## config.mk

```make
export PLATFORM = sky130hd
export DESIGN_NAME = tdss_ctrl
export DESIGN_NICKNAME = d
export VERILOG_FILES = /design/src/hw/rtl/assert_macros.svh /design/src/hw/rtl/tdss_pkg.sv /design/src/hw/rtl/tdss_ctrl.sv
export SDC_FILE = /design/constraint.sdc
export NUM_CORES = 1
export LEC_CHECK = 0
export ABC_AREA = 1
export BUFFER_PORTS_ARGS = -buffer_cell sky130_fd_sc_hd__buf_2
export CORE_MARGIN = 2
export CORE_UTILIZATION = 55
export DETAILED_ROUTE_END_ITERATION = 8
export PLACE_DENSITY = 0.79
export REMOVE_ABC_BUFFERS = 1
export SYNTH_ARGS = -nofsm -noshare
export SYNTH_HDL_FRONTEND = slang
export SYNTH_SLANG_ARGS = --single-unit
```

## constraint.sdc

```tcl
create_clock -name i_clk -period 3.4 [get_ports i_clk]
set_input_delay 0.68 -clock i_clk [delete_from_list [all_inputs] [get_ports i_clk]]
set_output_delay 0.68 -clock i_clk [all_outputs]
set_load 0.1 [all_outputs]
```

## src/hw/rtl/assert_macros.svh

```systemverilog
// assertion macros used by the solver top level
`ifndef ASSERT_MACROS_SVH
`define ASSERT_MACROS_SVH
`ifndef NO_ASSERTIONS
// property must hold on every enabled edge
`define ASSERT_ALWAYS(label, clk, rst_n, prop) \
    label: assert property (@(posedge clk) disable iff (!rst_n) (prop)) else $error("%m failed");
// antecedent implies consequent on the next edge
`define ASSERT_NEXT(label, clk, rst_n, ante, cons) \
    label: assert property (@(posedge clk) disable iff (!rst_n) (ante) |=> (cons)) else $error("%m failed");
`else
`define ASSERT_ALWAYS(label, clk, rst_n, prop)
`define ASSERT_NEXT(label, clk, rst_n, ante, cons)
`endif
`endif

```

## src/hw/rtl/tdss_pkg.sv

```systemverilog
`timescale 1ns / 1ps
// ----------------------------------------------------------------------------
// tdss_pkg
// shared types, constants and fixed point helpers of the tridiagonal solver
// ----------------------------------------------------------------------------
package tdss_pkg;
    localparam int MAX_ROWS  = 64;
    localparam int FRAC_BITS = 16;
    localparam int ADDR_W    = $clog2(MAX_ROWS);
    localparam int CNT_W     = $clog2(MAX_ROWS + 1);
    localparam int DATA_W    = 32;
    localparam int DIV_W     = DATA_W + FRAC_BITS;     // dividend width
    localparam int DIV_CNT_W = $clog2(DIV_W + 1);

    localparam logic signed [DATA_W-1:0] S_MAX = {1'b0, {(DATA_W-1){1'b1}}};
    localparam logic signed [DATA_W-1:0] S_MIN = {1'b1, {(DATA_W-1){1'b0}}};

    // datapath commands
    typedef struct packed {
        logic load_row;     // latch input beat
        logic div_start;    // start divider
        logic mul_a;        // first product / difference step
        logic mul_b;        // second product / difference step
        logic write_row;    // write stores
        logic bs_read;      // read row for back substitution
        logic bs_num;       // form numerator
        logic bs_done;      // latch quotient as x
        logic dec_row;      // step back substitution row
    } t_cmd;

    // datapath status
    typedef struct packed {
        logic div_busy;
    } t_stat;

    // saturate a 64-bit value to 32 bits
    function automatic logic signed [DATA_W-1:0] sat32(input logic signed [63:0] v);
        logic signed [63:0] mx;
        logic signed [63:0] mn;
        mx = 64'(S_MAX);
        mn = 64'(S_MIN);
        if (v > mx) return S_MAX;
        else if (v < mn) return S_MIN;
        else return v[DATA_W-1:0];
    endfunction

    // product shifted down, floor rounding, saturated
    function automatic logic signed [DATA_W-1:0] qscale(input logic signed [63:0] p);
        logic signed [63:0] q;
        q = p >>> FRAC_BITS;
        return sat32(q);
    endfunction
endpackage

```

## src/hw/rtl/tdss_ctrl.sv

```systemverilog
`timescale 1ns / 1ps
// ----------------------------------------------------------------------------
// tdss_ctrl
// sequencer for elimination, back substitution and the output handshake
// ----------------------------------------------------------------------------
module tdss_ctrl (
    input  logic                        i_clk,
    input  logic                        i_rst_n,
    input  logic                        i_valid,
    output logic                        o_ready,
    input  logic                        i_last_row,
    output logic                        o_valid,
    input  logic                        i_ready,
    output tdss_pkg::t_cmd              o_cmd,
    input  tdss_pkg::t_stat             i_stat,
    output logic [tdss_pkg::ADDR_W-1:0] o_row,
    output logic                        o_first,
    output logic                        o_bs_first,
    input  logic                        i_piv_zero,
    input  logic                        i_diag_zero,
    output logic [5:0]                  o_row_index,
    output logic                        o_last_result,
    output logic                        o_singular,
    output logic                        o_overflowed
);
    import tdss_pkg::*;

    localparam logic [3:0] S_IDLE  = 4'd0;
    localparam logic [3:0] S_RD    = 4'd1;
    localparam logic [3:0] S_DIV   = 4'd2;
    localparam logic [3:0] S_WAIT  = 4'd3;
    localparam logic [3:0] S_MULA  = 4'd4;
    localparam logic [3:0] S_MULB  = 4'd5;
    localparam logic [3:0] S_WR    = 4'd6;
    localparam logic [3:0] S_BRD   = 4'd7;
    localparam logic [3:0] S_BPROD = 4'd8;
    localparam logic [3:0] S_BNUM  = 4'd9;
    localparam logic [3:0] S_BDIV  = 4'd10;
    localparam logic [3:0] S_BWAIT = 4'd11;
    localparam logic [3:0] S_OUT   = 4'd12;

    logic [3:0]        r_state, n_state;
    logic [CNT_W-1:0]  r_count;
    logic [ADDR_W-1:0] r_row;
    logic              r_last, r_sing, r_ovf, r_bs_first, r_valid;
    logic              accept, out_take, full;

    assign full     = (r_count == CNT_W'(MAX_ROWS));
    assign o_ready  = (r_state == S_IDLE);
    assign accept   = i_valid && o_ready;
    assign out_take = r_valid && i_ready;

    // next state
    always_comb begin
        n_state = r_state;
        o_cmd   = '0;
        unique case (r_state)
            S_IDLE: begin
                if (accept) begin
                    o_cmd.load_row = !full;
                    if (full) n_state = i_last_row ? S_BRD : S_IDLE;
                    else if (r_count == '0) n_state = S_WR;
                    else n_state = S_RD;
                end
            end
            S_RD:    n_state = S_DIV;
            S_DIV: begin
                o_cmd.div_start = 1'b1;
                n_state = S_WAIT;
            end
            S_WAIT:  if (!i_stat.div_busy) n_state = S_MULA;
            S_MULA: begin
                o_cmd.mul_a = 1'b1;
                n_state = S_MULB;
            end
            S_MULB: begin
                o_cmd.mul_b = 1'b1;
                n_state = S_WR;
            end
            S_WR: begin
                o_cmd.write_row = 1'b1;
                n_state = r_last ? S_BRD : S_IDLE;
            end
            S_BRD: begin
                o_cmd.bs_read = 1'b1;
                n_state = S_BPROD;
            end
            // hold the current row address so the stores show row i next cycle
            S_BPROD: begin
                o_cmd.bs_read = 1'b1;
                n_state = S_BNUM;
            end
            S_BNUM: begin
                o_cmd.bs_num = 1'b1;
                n_state = S_BDIV;
            end
            S_BDIV: begin
                o_cmd.div_start = 1'b1;
                o_cmd.bs_num    = 1'b0;
                n_state = S_BWAIT;
            end
            S_BWAIT: begin
                if (!i_stat.div_busy) begin
                    o_cmd.bs_done = 1'b1;
                    n_state = S_OUT;
                end
            end
            S_OUT: begin
                if (out_take) begin
                    o_cmd.dec_row = 1'b1;
                    n_state = (r_row == '0) ? S_IDLE : S_BRD;
                end
            end
            default: n_state = S_IDLE;
        endcase
    end

    // control registers
    always_ff @(posedge i_clk) begin
        if (!i_rst_n) begin
            r_state    <= S_IDLE;
            r_count    <= '0;
            r_row      <= '0;
            r_last     <= 1'b0;
            r_sing     <= 1'b0;
            r_ovf      <= 1'b0;
            r_bs_first <= 1'b0;
            r_valid    <= 1'b0;
        end else begin
            r_state <= n_state;
            if (accept) begin
                r_last <= i_last_row;
                if (full) begin
                    r_ovf <= 1'b1;
                    if (i_last_row) begin
                        r_row      <= ADDR_W'(MAX_ROWS - 1);
                        r_bs_first <= 1'b1;
                    end
                end else begin
                    r_row <= r_count[ADDR_W-1:0];
                end
            end
            if (o_cmd.write_row) begin
                if (i_diag_zero || i_piv_zero) r_sing <= 1'b1;
                r_count <= r_count + 1'b1;
                r_bs_first <= 1'b1;
            end
            if (o_cmd.bs_done) r_valid <= 1'b1;
            if (o_cmd.dec_row) begin
                r_valid    <= 1'b0;
                r_bs_first <= 1'b0;
                r_row      <= r_row - 1'b1;
                if (r_row == '0) begin
                    r_count <= '0;
                    r_sing  <= 1'b0;
                    r_ovf   <= 1'b0;
                end
            end
        end
    end

    assign o_row         = r_row;
    assign o_first       = (r_count == '0);
    assign o_bs_first    = r_bs_first;
    assign o_valid       = r_valid;
    assign o_row_index   = 6'(r_row);
    assign o_last_result = (r_row == '0);
    assign o_singular    = r_sing;
    assign o_overflowed  = r_ovf;
endmodule

```

## Word-level counts from Yosys, hierarchy flattened

Index checks and enable logic that the tools add are counted.

| word-level totals | value |
|---|---|
| register bits | 22 |
| input bits | 8 |
| output and inout port bits | 28 |

| operators by class | value |
|---|---|
| add/subtract/negate cells | 2 |
| equal/unequal tests | 18 |
| multiplexer cells | 41 |
| bitwise logic cells | 1 |
| reduce and logical (&&, ||, !) cells | 17 |

Operators with widths:

| kind | count |
|---|---|
| 4-bit one-hot mux with 13 select lines | 1 |
| 1-bit two-way mux | 24 |
| 6-bit two-way mux | 4 |
| 7-bit two-way mux | 3 |
| 4-bit equality test (second input constant) | 5 |
| 4-bit two-way mux | 5 |
| 4-bit by 3-bit equality test with 1-bit output (second input constant) | 4 |
| 3-bit two-way mux | 4 |
| 4-bit by 2-bit equality test with 1-bit output (second input constant) | 2 |
| 2-bit nonzero test | 4 |
| 7-bit by 1-bit adder with 7-bit output (second input constant) | 1 |
| 7-bit equality test (second input constant) | 1 |
| 7-bit zero test | 1 |
| 6-bit zero test | 1 |
| 2-bit != test (second input constant) | 3 |
| 2-bit OR reduction | 3 |
| 6-bit by 1-bit subtractor with 6-bit output (second input constant) | 1 |
| 4-bit by 1-bit equality test with 1-bit output (second input constant) | 1 |
| 4-bit zero test | 1 |
| 4-bit AND reduction | 1 |
| 3-bit != test (second input constant) | 1 |
| 3-bit AND reduction | 1 |
| 1-bit logical AND | 2 |
| 2-bit by 1-bit != test with 1-bit output (second input constant) | 1 |
| other kinds (4) | 4 |

## Logic depth before layout (Yosys ltp)

| logic depth | value |
|---|---|
| depth after elaboration | 5 |
| mapped depth | 10 |
| mapped depth without buffers | 10 |

## Least setup slack after synthesis

No wires, ideal clock.

| timing path | value |
|---|---|
| kind | register to output |
| from | register r_state[2] |
| to | output o_cmd[3] (netlist bit) |
| arrival | 2.714 ns |
| slack | 0.006 ns |
| stages on the path, launching flop included | 4 |
| buffers on the path | 0 |
| path through | dfxtp_1 inv_1 nand2_1 o21ai_0 |

RTL lines:

| element | RTL line | RTL |
|---|---|---|
| start: declaration | tdss_ctrl.sv:42 | `logic [3:0] r_state, n_state;` |
| start signal: assignment | tdss_ctrl.sv:130 | `r_state <= n_state;` |
| end: declaration | tdss_ctrl.sv:14 | `output tdss_pkg::t_cmd o_cmd,` |

==> flow_metrics.env <==
export IMPL_path_clk_slew_ps=110
export IMPL_synth_most_common_cell="nand2_1"
export IMPL_grt_max_degree=12
export IMPL_critPathTopFamily="buffers and inverters"
export IMPL_worstMarginPinSlew_ps=488
export IMPL_busiest_layer="met2"
export IMPL_drtIter0Drc=25
export IMPL_root_buffer="clkbuf_4"
export IMPL_cts_tree="done"
export IMPL_path_cells="inv_1, ha_1, nand2_2, nor2_4, nand2_2, inv_2, nor2_1, buf_2"
export IMPL_rsz0062_at_grt="no"
export IMPL_cts_sinks=22
export IMPL_synthFlopType="dfxtp_1"
export IMPL_slowest_stage="buf_2"
export IMPL_ios=36
export IMPL_setup_viol=0
export IMPL_ys_async_sr_fraction_pct=0
export IMPL_die_w_um=57.6
export IMPL_die_height_um=57.6
export IMPL_critPathBufInv=3
export IMPL_worstPathArrival_ps=1820
export IMPL_dr_pass1_iters=4
export IMPL_max_stage_delay_ps=430
export IMPL_timing_hold_ws_ps=476
export IMPL_antenna_left=0
export IMPL_ys_top_cells_by_count="nand2_1, nor2_1, inv_1, dfxtp_1, nand3_1"
export IMPL_hold_viol=0
export IMPL_timing_slew_headroom_pct=67.7
export IMPL_yosysUniqueCellTypes=32
export IMPL_drv_slew=0
export IMPL_synth_seq_cells=22
export IMPL_min_period_ps=2500
export IMPL_drive_gt1_share_pct=31.4
export IMPL_critPathKind="register to output port"
export IMPL_worstPathRequired_ps=2720
export IMPL_synth_edf_count=0
export IMPL_numCtsBuffers=3
export IMPL_syn_cell_area_sq_mm=0.00158
export IMPL_avgViaCountPerCell=5.01
export IMPL_met1_usage_pct=24.6
export IMPL_gp_congestion=0.862
export IMPL_synth_area_top_cells="dfxtp_1, nand2_1, nor2_1, inv_1, nand3_1"
export IMPL_synthCells=235
export IMPL_post_place_ws_ps=1090
export IMPL_critPathCaptureType="output port"
export IMPL_routedWlPerCell_um=10.8
export IMPL_worstHoldPathType="register to register"
export IMPL_yosys_warnings=0
export IMPL_synth_top_area_cell="dfxtp_1"
export IMPL_grt_pass1_vias=1308
export IMPL_drc=0
export IMPL_skew_ps=3.83
export IMPL_fp_dieArea_sq_mm=0.00332
export IMPL_start_util_pct=57.8
export IMPL_post_synth_top_area_fraction_pct=27.9
export IMPL_final_util_pct=63.8
export IMPL_fmaxAchievable_mhz=400
export IMPL_std_cell_rows=19
export IMPL_clockBufferDepth=2
export IMPL_antenna_found_initial=0
export IMPL_synthToLayoutAreaGrowth_pct=10.4
export IMPL_use_met3_pct=2.72
export IMPL_wl_mm=3.18
export IMPL_crit_top_cell="nand2_2"
export IMPL_vias=1477
export IMPL_use_met2_pct=35.9
export IMPL_cp_max_fo=6
export IMPL_layout_setup_ws_ps=898
export IMPL_core_sq_mm=0.00273
export IMPL_drv_cap=0
export IMPL_portBuffers=35
export IMPL_grt_overflow_total=0
export IMPL_clock_latency_ps=300
export IMPL_ctsResizeCount=0
export IMPL_antenna_cells=0
export IMPL_post_cts_setup_buffer_count=0
export IMPL_syn_avg_cell_area_sq_um=6.72
export IMPL_post_dp_hpwl_mm=2.61
export IMPL_htreeDepth=1
export IMPL_finalCritPeriodShare_pct=73.6
export IMPL_startpoint_type="register"
export IMPL_track_usage_pct=20.3
export IMPL_status="finished, final reports clean"
export IMPL_grt_first_pass_wirelength_mm=5.29
export IMPL_ctsHoldBuffers=0
export IMPL_seq_area_frac_synth_pct=27.9
export IMPL_fin_nets=277
==> path summary, 6_finish.rpt <==
kind | from | endpoint | slack (ps) | cells past startpoint
max reg2reg | r_count[0] | o_row[0] | 1820 | 9
min | o_overflowed | o_overflowed | 480 | 2
max | r_count[0] | o_cmd[8] | 900 | 8
min reg2reg | o_overflowed | o_overflowed | 480 | 2
==> logic make-up after synthesis <==
group                    Yosys count  share of synthesized area [%]
AO/OA/AOI/OAI                     31                           12.4
XOR/XNOR                           2                           1.11
adder cells (fa/ha/maj)            3                           2.38
buffers and inverters             51                           14.9
flip-flops                        22                           27.9
AND/OR/NAND/NOR                  126                           41.3
==> cell usage in the layout (no fill, tap or decap), types with 3 or more instances in the layout <==
master	Yosys	layout
a21oi_1	14	14
buf_2	1	35
clkbuf_4	0	3
dfxtp_1	22	22
ha_1	3	3
inv_1	28	28
inv_2	12	12
nand2_1	48	48
nand2_2	11	11
nand3_1	17	17
nand3_2	3	3
nor2_1	33	33
nor2_4	4	4
o21ai_0	8	8
o21ai_2	3	3
==> cell type report <==
class	instances	area (sq um)
Fill cell	270	990
Multi-Input combinational cell	162	905
Sequential cell	22	440
Timing Repair Buffer	35	175
Inverter	42	163
Tap cell	31	38.8
Clock buffer	3	22.5
==> worst reg2reg max path, stage by stage (launching register included) <==
cell	delay, ps
dfxtp_1	350
inv_1	100
ha_1	160
nand2_2	70
nor2_4	120
nand3_2	140
a21oi_4	350
nand2_1	80
nand2_1	70
nor2_1	50
==> flip-flops by register name, indices dropped and copies added, names as in the netlist <==
name          flops
r_last            1
o_bs_first        1
o_singular        1
o_overflowed      1
o_row             6
r_state           4
o_valid           1
r_count           7
==> per-stage QoR <==
stage	area (sq um)	setup TNS, ps	cells
after floorplan	1510	-11.5	226
after global placement	1720	0	292
after detailed placement	1720	0	292
after CTS	1740	0	295
after global routing	1740	0	295
final	1740	0	295
==> layer usage <==
layer  share of wire (%)  vias to the layer above
met2                  51                       26
met1                  44                      655
met5                   0                        -
met3                 3.1                        7
met4                 1.9                        0
li1                    -                      789
Power is not shown: default switching activity piles up to over one toggle a cycle in this logic, so the estimate is an artifact.
